`src/rtl/core/window_repeat_bit_encoder_defines.svh`:
```
// ---------------------------------------------------------------------------
// window repeat bit encoder: assertion macros
// shared checking macros for the encoder modules
// ---------------------------------------------------------------------------
`ifndef WINDOW_REPEAT_BIT_ENCODER_DEFINES_SVH
`define WINDOW_REPEAT_BIT_ENCODER_DEFINES_SVH

// same-cycle implication, checked out of reset
`define WRBE_ASSERT_NOW(label, clk_s, rstn_s, ante, cons, msg) \
  label: assert property (@(posedge clk_s) disable iff (!rstn_s) (ante) |-> (cons)) \
    else $error(msg);

// next-cycle implication, checked out of reset
`define WRBE_ASSERT_NEXT(label, clk_s, rstn_s, ante, cons, msg) \
  label: assert property (@(posedge clk_s) disable iff (!rstn_s) (ante) |=> (cons)) \
    else $error(msg);

`endif

```
`src/rtl/core/wrbe_pkg.sv`:
```
// ---------------------------------------------------------------------------
// wrbe_pkg
// types, constants and helpers shared by the window repeat bit encoder
// ---------------------------------------------------------------------------
package wrbe_pkg;

  localparam int MAX_BLOCK   = 32;
  localparam int BLK_W       = 32;
  localparam int CNT_W       = 6;
  localparam int CODE_W      = 64;
  localparam int LEN_W       = 7;
  localparam int QUEUE_DEPTH = 4;
  localparam int QPTR_W      = $clog2(QUEUE_DEPTH);
  localparam int QCNT_W      = $clog2(QUEUE_DEPTH + 1);
  localparam int IN_TDATA_W  = 40;
  localparam int OUT_TDATA_W = 72;
  localparam int CFG_TDATA_W = 8;

  localparam logic [CNT_W-1:0] BS_RESET     = 6'd8;
  localparam logic [CNT_W-1:0] BS_MAX       = 6'(MAX_BLOCK);
  localparam logic [CNT_W-1:0] BS_MIN       = 6'd1;

  typedef struct packed {
    logic [CODE_W-1:0] code_bits;
    logic [LEN_W-1:0]  code_length;
    logic              end_of_stream;
  } result_t;

  // one or two results caused by one request
  typedef struct packed {
    result_t res0;
    result_t res1;
    logic    two;
  } cmd_t;

  typedef struct packed {
    logic full;
    logic empty;
  } qstat_t;

  function automatic logic [BLK_W-1:0] low_mask(input logic [CNT_W-1:0] n);
    logic [BLK_W-1:0] m;
    if (n >= 6'(BLK_W)) begin
      m = '1;
    end else begin
      m = (BLK_W'(1) << n) - BLK_W'(1);
    end
    return m;
  endfunction

endpackage

```
`src/rtl/core/wrbe_front.sv`:
```
// ---------------------------------------------------------------------------
// wrbe_front
// accepts blocks, compares with the held block and builds result commands
// ---------------------------------------------------------------------------
`include "window_repeat_bit_encoder_defines.svh"

module wrbe_front (
  input  logic                            clk,
  input  logic                            rst_n,
  input  logic                            cfg_wr,
  input  logic [wrbe_pkg::CNT_W-1:0]      cfg_value,
  input  logic                            in_valid,
  output logic                            in_ready,
  input  logic [wrbe_pkg::BLK_W-1:0]      win_bits,
  input  logic [wrbe_pkg::CNT_W-1:0]      bit_count,
  input  logic                            is_last,
  input  wrbe_pkg::qstat_t                qstat,
  output logic                            push,
  output wrbe_pkg::cmd_t                  push_cmd
);

  logic [wrbe_pkg::CNT_W-1:0] block_size_r;
  logic [wrbe_pkg::BLK_W-1:0] held_r, held_nxt;
  logic                       have_held_r, have_held_nxt;

  logic                       accept;
  logic [wrbe_pkg::CNT_W-1:0] bs, cnt;
  logic [wrbe_pkg::BLK_W-1:0] blk, held;
  logic [wrbe_pkg::CODE_W-1:0] blk64, held64;
  logic [wrbe_pkg::LEN_W-1:0] bs_len, bs_plain, part_len;
  logic                       full, last, eq;
  wrbe_pkg::cmd_t             cmd;
  logic                       has_res;

  assign in_ready = !qstat.full;
  assign accept   = in_valid && in_ready;

  always_comb begin
    if (block_size_r == '0) begin
      bs = wrbe_pkg::BS_MIN;
    end else if (block_size_r > wrbe_pkg::BS_MAX) begin
      bs = wrbe_pkg::BS_MAX;
    end else begin
      bs = block_size_r;
    end
    if (bit_count == '0) begin
      cnt = wrbe_pkg::BS_MIN;
    end else if (bit_count > bs) begin
      cnt = bs;
    end else begin
      cnt = bit_count;
    end
  end

  assign full     = (cnt == bs);
  assign last     = is_last || !full;
  assign blk      = win_bits & wrbe_pkg::low_mask(cnt);
  assign held     = held_r & wrbe_pkg::low_mask(bs);
  assign eq       = (held == blk);
  assign blk64    = {{(wrbe_pkg::CODE_W - wrbe_pkg::BLK_W){1'b0}}, blk};
  assign held64   = {{(wrbe_pkg::CODE_W - wrbe_pkg::BLK_W){1'b0}}, held};
  assign bs_plain = {1'b0, bs};
  assign bs_len   = bs_plain + 7'd1;
  assign part_len = bs_len + {1'b0, cnt};

  always_comb begin
    cmd           = '0;
    has_res       = 1'b0;
    held_nxt      = held_r;
    have_held_nxt = have_held_r;
    if (!have_held_r) begin
      if (last) begin
        // lone block goes out raw
        has_res                = 1'b1;
        cmd.res0.code_bits     = blk64;
        cmd.res0.code_length   = {1'b0, cnt};
        cmd.res0.end_of_stream = 1'b1;
        held_nxt               = '0;
        have_held_nxt          = 1'b0;
      end else begin
        held_nxt      = blk;
        have_held_nxt = 1'b1;
      end
    end else if (!full) begin
      // marker, held block, then the partial block
      has_res                = 1'b1;
      cmd.res0.code_bits     = 64'd1 | (held64 << 1) | (blk64 << bs_len);
      cmd.res0.code_length   = part_len;
      cmd.res0.end_of_stream = 1'b1;
      held_nxt               = '0;
      have_held_nxt          = 1'b0;
    end else begin
      has_res = 1'b1;
      if (eq) begin
        cmd.res0.code_bits   = '0;
        cmd.res0.code_length = 7'd1;
      end else begin
        cmd.res0.code_bits   = 64'd1 | (held64 << 1);
        cmd.res0.code_length = bs_len;
      end
      if (last) begin
        cmd.two                = 1'b1;
        cmd.res1.end_of_stream = 1'b1;
        if (eq) begin
          cmd.res1.code_bits   = 64'd1 | (blk64 << 1);
          cmd.res1.code_length = bs_len;
        end else begin
          cmd.res1.code_bits   = blk64;
          cmd.res1.code_length = bs_plain;
        end
        held_nxt      = '0;
        have_held_nxt = 1'b0;
      end else begin
        held_nxt = blk;
      end
    end
  end

  assign push     = accept && has_res;
  assign push_cmd = cmd;

  always_ff @(posedge clk) begin
    if (!rst_n) begin
      block_size_r <= wrbe_pkg::BS_RESET;
      have_held_r  <= 1'b0;
      held_r       <= '0;
    end else begin
      if (cfg_wr) begin
        block_size_r <= cfg_value;
      end
      if (accept) begin
        have_held_r <= have_held_nxt;
        held_r      <= held_nxt;
      end
    end
  end

  `WRBE_ASSERT_NEXT(a_partial_ends_stream, clk, rst_n, accept && !full, !have_held_r,
    "partial block left a held block behind")
  `WRBE_ASSERT_NOW(a_no_push_when_full, clk, rst_n, push, !qstat.full,
    "command pushed into a full queue")
  `WRBE_ASSERT_NOW(a_last_empties, clk, rst_n, accept && last && has_res,
    !have_held_nxt && (cmd.two ? cmd.res1.end_of_stream : cmd.res0.end_of_stream),
    "final request did not close the stream")

endmodule

```
`src/rtl/core/wrbe_queue.sv`:
```
// ---------------------------------------------------------------------------
// wrbe_queue
// short command queue between the front and the back
// ---------------------------------------------------------------------------
module wrbe_queue (
  input  logic             clk,
  input  logic             rst_n,
  input  logic             push,
  input  wrbe_pkg::cmd_t   push_cmd,
  input  logic             pop,
  output wrbe_pkg::cmd_t   head,
  output wrbe_pkg::qstat_t qstat
);

  wrbe_pkg::cmd_t              mem_r [wrbe_pkg::QUEUE_DEPTH];
  logic [wrbe_pkg::QPTR_W-1:0] wr_ptr_r, rd_ptr_r;
  logic [wrbe_pkg::QCNT_W-1:0] count_r;

  assign qstat.full  = (count_r == wrbe_pkg::QCNT_W'(wrbe_pkg::QUEUE_DEPTH));
  assign qstat.empty = (count_r == '0);
  assign head        = mem_r[rd_ptr_r];

  always_ff @(posedge clk) begin
    if (push) begin
      mem_r[wr_ptr_r] <= push_cmd;
    end
  end

  always_ff @(posedge clk) begin
    if (!rst_n) begin
      wr_ptr_r <= '0;
      rd_ptr_r <= '0;
      count_r  <= '0;
    end else begin
      if (push) begin
        wr_ptr_r <= wr_ptr_r + 1'b1;
      end
      if (pop) begin
        rd_ptr_r <= rd_ptr_r + 1'b1;
      end
      if (push && !pop) begin
        count_r <= count_r + 1'b1;
      end else if (pop && !push) begin
        count_r <= count_r - 1'b1;
      end
    end
  end

endmodule

```
`src/rtl/core/wrbe_back.sv`:
```
// ---------------------------------------------------------------------------
// wrbe_back
// unpacks queued commands into single results behind an output register
// ---------------------------------------------------------------------------
`include "window_repeat_bit_encoder_defines.svh"

module wrbe_back (
  input  logic              clk,
  input  logic              rst_n,
  input  wrbe_pkg::cmd_t    head,
  input  wrbe_pkg::qstat_t  qstat,
  output logic              pop,
  output logic              out_valid,
  input  logic              out_ready,
  output wrbe_pkg::result_t out_res
);

  logic              out_valid_r;
  wrbe_pkg::result_t out_res_r;
  logic              sel_r, sel_nxt;
  logic              load, take;

  assign load = !out_valid_r || out_ready;
  assign take = load && !qstat.empty;
  // second result of a two-result command pops it
  assign pop  = take && (!head.two || sel_r);

  always_comb begin
    sel_nxt = sel_r;
    if (take) begin
      sel_nxt = head.two && !sel_r;
    end
  end

  always_ff @(posedge clk) begin
    if (!rst_n) begin
      out_valid_r <= 1'b0;
      sel_r       <= 1'b0;
    end else begin
      sel_r <= sel_nxt;
      if (load) begin
        out_valid_r <= !qstat.empty;
      end
    end
  end

  always_ff @(posedge clk) begin
    if (take) begin
      out_res_r <= sel_r ? head.res1 : head.res0;
    end
  end

  assign out_valid = out_valid_r;
  assign out_res   = out_res_r;

  `WRBE_ASSERT_NOW(a_sel_has_head, clk, rst_n, sel_r, !qstat.empty,
    "second result pending with an empty queue")
  `WRBE_ASSERT_NOW(a_sel_two, clk, rst_n, sel_r, head.two,
    "second result pending on a one-result command")
  `WRBE_ASSERT_NOW(a_pop_on_load, clk, rst_n, pop, load && !qstat.empty,
    "queue popped while the output register was held")

endmodule

```
`src/rtl/core/window_repeat_bit_encoder.sv`:
```
// ---------------------------------------------------------------------------
// window_repeat_bit_encoder
// repeat coding of a bit stream block by block
// ---------------------------------------------------------------------------
// blocks enter on the in_ stream, one request per block; in_tlast marks the
// final block of a stream (a short block ends the stream as well). coded
// results leave on the out_ stream, out_tlast on the final result of a stream.
// block_size is written through the cfg_ channel, which is always ready, and
// must only change while the encoder is idle.
// a request's results pass through the command queue and then the output
// register before they appear on out_. throughput: one block per cycle
// while the command queue is not full; a block that gives two results (a
// full final block after a held one) loads the output register once per
// result; the back end sends one result per cycle while out_tready is high.
// a four-entry command queue lets the front keep taking blocks while the
// output is stalled; in_tready drops only when that queue is full.
// reset clears the held block, the queue and the output valid flag and sets
// block_size to 8; no result is pending after reset.
// ---------------------------------------------------------------------------
module window_repeat_bit_encoder (
  input  logic                                clk,
  input  logic                                rst_n,
  input  logic                                cfg_tvalid,
  output logic                                cfg_tready,
  // block_size [5:0], zero pad [7:6]
  input  logic [wrbe_pkg::CFG_TDATA_W-1:0]    cfg_tdata,
  input  logic                                in_tvalid,
  output logic                                in_tready,
  // win_bits [31:0], bit_count [37:32], zero pad [39:38]
  input  logic [wrbe_pkg::IN_TDATA_W-1:0]     in_tdata,
  input  logic                                in_tlast,
  output logic                                out_tvalid,
  input  logic                                out_tready,
  // code_bits [63:0], code_length [70:64], zero pad [71]
  output logic [wrbe_pkg::OUT_TDATA_W-1:0]    out_tdata,
  output logic                                out_tlast
);

  wrbe_pkg::qstat_t  qstat;
  wrbe_pkg::cmd_t    push_cmd, head;
  wrbe_pkg::result_t out_res;
  logic              push, pop;

  assign cfg_tready = 1'b1;

  wrbe_front u_front (
    .clk        (clk),
    .rst_n      (rst_n),
    .cfg_wr     (cfg_tvalid && cfg_tready),
    .cfg_value  (cfg_tdata[wrbe_pkg::CNT_W-1:0]),
    .in_valid   (in_tvalid),
    .in_ready   (in_tready),
    .win_bits   (in_tdata[wrbe_pkg::BLK_W-1:0]),
    .bit_count  (in_tdata[wrbe_pkg::BLK_W +: wrbe_pkg::CNT_W]),
    .is_last    (in_tlast),
    .qstat      (qstat),
    .push       (push),
    .push_cmd   (push_cmd)
  );

  wrbe_queue u_queue (
    .clk      (clk),
    .rst_n    (rst_n),
    .push     (push),
    .push_cmd (push_cmd),
    .pop      (pop),
    .head     (head),
    .qstat    (qstat)
  );

  wrbe_back u_back (
    .clk       (clk),
    .rst_n     (rst_n),
    .head      (head),
    .qstat     (qstat),
    .pop       (pop),
    .out_valid (out_tvalid),
    .out_ready (out_tready),
    .out_res   (out_res)
  );

  assign out_tdata = {1'b0, out_res.code_length, out_res.code_bits};
  assign out_tlast = out_res.end_of_stream;

endmodule
```
`config.mk`:
```
export PLATFORM = sky130hd
export DESIGN_NAME = window_repeat_bit_encoder
export DESIGN_NICKNAME = d
export VERILOG_FILES = /design/src/rtl/core/wrbe_pkg.sv /design/src/rtl/core/wrbe_front.sv /design/src/rtl/core/wrbe_queue.sv /design/src/rtl/core/wrbe_back.sv /design/src/rtl/core/window_repeat_bit_encoder.sv
export VERILOG_INCLUDE_DIRS = /design/src /design/src/rtl/core
export SDC_FILE = /design/constraint.sdc
export NUM_CORES = 1
export LEC_CHECK = 0
export BUFFER_PORTS_ARGS = -buffer_cell sky130_fd_sc_hd__buf_4
export CORE_MARGIN = 8
export CORE_UTILIZATION = 50
export DETAILED_ROUTE_END_ITERATION = 8
export PLACE_DENSITY = 0.67
export SETUP_SLACK_MARGIN = 0.05
export SLEW_MARGIN = 20
export SYNTH_ARGS = -nofsm -noshare
export SYNTH_HDL_FRONTEND = slang
export SYNTH_HIERARCHICAL = 1
export SYNTH_SLANG_ARGS = --single-unit
```
`constraint.sdc`:
```
create_clock -name clk -period 17.1 [get_ports clk]
set_clock_uncertainty 0.1 [all_clocks]
set_input_delay 0 -clock clk [delete_from_list [all_inputs] [get_ports clk]]
set_output_delay 0 -clock clk [all_outputs]
set_load 0.03 [all_outputs]
```
==> impl_metrics.env <==
export IMPL_outcome="finished, final reports clean"
export IMPL_grt_ovfl_total=0
export IMPL_worst_pin_slew_ps=1260
export IMPL_setup_worst_path_class="reg2reg"
export IMPL_clk_latency_ps=640
export IMPL_timing_fmax_ghz=0.1006
export IMPL_clk_pin_slew_worst_paths_ps=60
export IMPL_hp_class="in2reg"
export IMPL_cts_tree="yes"
export IMPL_grt_pass1_vias=24395
export IMPL_ctsHoldBuffers=48
export IMPL_timing_hold_ws_ps=66.98
export IMPL_grt_usage_pct=28.24
export IMPL_route_detailed_drc=0
export IMPL_cts_resized=0
export IMPL_rows=98
export IMPL_path_buf_inv=4
export IMPL_p_leak_nw=13.40
export IMPL_dr_total_vias=24881
export IMPL_cp_max_fo=37
export IMPL_fin_nets=2873
export IMPL_synth_area_um2=35720
export IMPL_dieArea_um2=80240
export IMPL_grt_max_degree=63
export IMPL_htree_levels=3
export IMPL_finalHoldViolCount=0
export IMPL_dieHeight_um=283.3
export IMPL_io_pins=130
export IMPL_post_cts_setup_buffers=0
export IMPL_first_pass_iters=6
export IMPL_core_um2=71120
export IMPL_critPathLaunchType="register"
export IMPL_placed_area_um2=37450
export IMPL_ant_nets=0
export IMPL_synthArstFlopShare_pct=0
export IMPL_ff2ff_setup_slack_ps=7150
export IMPL_port_buffer_count=123
export IMPL_cpLargestDelayFamily="simple AND/OR/NAND/NOR gates"
export IMPL_clockBufferDepth=3
export IMPL_layout_commonest_cell="edfxtp_1"
export IMPL_final_area_um2=40490
export IMPL_drv_cap=0
export IMPL_crit_chain="nor2b_1, inv_1, ha_1, and4_1, o21a_1, o31ai_4, nor3_1, o22ai_1, a21o_1, ha_1, buf_4, inv_1, nor2_1, nor3_1, o311ai_2, and3_1, xnor2_1, nor4b_1, nand4_4, nor2_2, inv_1, a211oi_1"
export IMPL_fin_tns_setup_ps=0
export IMPL_final_period_utilization_pct=58.16
export IMPL_synth_cell_type_count=94
export IMPL_synth_edff_count=652
export IMPL_layout_drive_gt1_share_pct=22.06
export IMPL_cts_root_buf="clkbuf_16"
export IMPL_syn_avg_cell_area_um2=13.41
export IMPL_setup_violations_final=0
export IMPL_synthFlopType="edfxtp_1"
export IMPL_dpl_hpwl_mm=81.63
export IMPL_final_cell_mix="edfxtp_1, buf_4, nand2_1"
export IMPL_path_common_cell="inv_1"
export IMPL_ys_seq_area_share_pct=57.62
export IMPL_crit_path_max_incr_delay_ps=970
export IMPL_post_drt_wl_per_cell_um=30.76
export IMPL_place_congestion=1.004
export IMPL_drv_slew=0
export IMPL_viasPerCell=6.542
export IMPL_grt_pass1_wl_mm=169.8
export IMPL_cts_sinks=702
export IMPL_period_needed_ps=9945
export IMPL_rsz0062_at_grt="false"
export IMPL_yosys_warnings=6
export IMPL_cts_buffers_inserted=73
export IMPL_peakVddDrop_mv=0.08796
export IMPL_worst_path_max_delay_cell="nor2b_1"
export IMPL_cp_required_ps=17320
export IMPL_antenna_found_initial=2
export IMPL_endpoint_kind="register"
export IMPL_arrival_ps=10170
export IMPL_syn2layout_area_growth_pct=13.36
export IMPL_power_density_nw_per_um2=145.9
export IMPL_drt_total_wl_mm=117.0
export IMPL_drtIter0Drc=3241
export IMPL_die_w_um=283.3
export IMPL_slew_headroom_pct=15.11
export IMPL_syn_inst=2663
export IMPL_yosys_register_bits=702
export IMPL_initial_core_util_pct=50.22
path summary, 6_finish.rpt:
check	endpoint	from	cells after the start
worst min register to register	u_front/held_r[23]	u_front/held_r[23]	2
worst max register to register	u_queue/mem_r[2][16]	u_front/block_size_r[4]	22
worst min-delay path	u_front/held_r[31]	in_tdata[31]	5
worst max-delay path	u_queue/mem_r[2][16]	u_front/block_size_r[4]	22
where the power goes:
part	switching [W]	internal [W]
Clock	0.000693	0.000954
Sequential	0.000119	0.00223
Combinational	0.00114	0.000778
Total	0.00195	0.00396
cell families (layout without fill, tap and decap cells):
group	after synthesis	after routing	share of synthesized area (%)
XOR/XNOR	37	37	0.9073
flip-flops	702	702	57.62
AND/OR/NAND/NOR	681	681	9.441
other	4	37	0.04203
AO/OA/AOI/OAI	650	650	12.94
buffers and inverters	277	434	3.794
adder cells (fa/ha/maj)	28	28	1.023
multiplexers	284	284	14.23
worst reg2reg max path: stages, from the launching register on:
cell	delay (ps)
dfxtp_1	320
nor2b_1	970
inv_1	460
ha_1	480
and4_1	360
o21a_1	510
o31ai_4	320
nor3_1	400
o22ai_1	150
a21o_1	210
ha_1	200
buf_4	230
inv_1	290
nor2_1	130
nor3_1	580
o311ai_2	330
and3_1	440
xnor2_1	210
nor4b_1	580
nand4_4	660
nor2_2	620
inv_1	340
a211oi_1	750
metrics by stage:
| step | worst slack, ps | util (%) | total power [W] | std cells |
|---|---|---|---|---|
| floorplan | 8508 | - | 0.003689 | 2694 |
| global placement | 7696 | 52.65 | 0.004252 | 3618 |
| detailed placement | 7539 | 52.65 | 0.004283 | 3618 |
| CTS | 7505 | 56.91 | 0.005946 | 3801 |
| global route | 7039 | 56.92 | 0.006128 | 3801 |
| finish | 7155 | 56.93 | 0.005909 | 3803 |
cell usage after synthesis, types with 10 or more instances:
master,n,area [µm²]
inv_1,45,168.9
mux2_2,34,382.9
o211ai_1,30,225.2
nand4_1,22,137.6
mux2i_1,39,390.4
nand2_1,188,705.7
xor2_1,12,105.1
xnor2_1,25,219.0
or3_1,16,100.1
a22oi_1,38,285.3
buf_1,13,48.80
o21ai_0,106,530.5
mux4_2,152,3423
o31ai_1,18,135.1
nand3_1,97,485.5
o21ai_1,15,75.07
a31oi_1,25,156.4
mux2_4,59,885.9
a21oi_1,112,560.5
o32ai_1,10,87.58
clkbuf_1,125,469.2
o221ai_1,28,245.2
buf_4,41,307.8
and3_1,12,75.07
nor3_1,53,265.3
a21o_1,24,180.2
a2bb2oi_1,10,87.58
a211oi_1,27,202.7
and2_1,32,200.2
buf_6,16,180.2
nor2b_1,38,237.7
o21a_1,20,150.1
nor2_1,139,521.8
edfxtp_1,652,19580
buf_2,33,165.2
nor4_1,27,168.9
ha_1,26,325.3
dfxtp_1,50,1001
a21boi_0,28,210.2
o22ai_1,20,125.1
or2_2,14,87.58
layout make-up:
| type | count | area, µm² |
|---|---|---|
| fillers | 5724 | 30630 |
| inverters | 49 | 183.9 |
| flip-flops and latches | 702 | 20590 |
| diodes | 2 | 5.005 |
| clock inverters | 49 | 641.9 |
| multi-input cells | 1715 | 13970 |
| well taps | 950 | 1189 |
| repair buffers | 250 | 1997 |
| clock buffers | 86 | 1906 |
flip-flops by register name, indices dropped and copies added (netlist names), named ones only:
register / flops
u_queue/count_r: 3
u_front/held_r: 32
u_back/out_valid: 1
u_front/block_size_r: 6
u_back/sel_r: 1
u_front/have_held_r: 1
u_back/out_res: 72
u_queue/mem_r: 580
u_queue/wr_ptr_r: 2
u_queue/rd_ptr_r: 2
per-layer routing:
metal	track usage (%)	wire (µm)	share of wire, %	up-vias
li1	-	-	-	10792
met1	38.88	48550	41	12601
met2	44.32	54280	46	1237
met3	5.115	9022	7.7	251
met4	11.52	5144	4.4	0
met5	0	0	0	-
(Power assumes the default switching activity.)
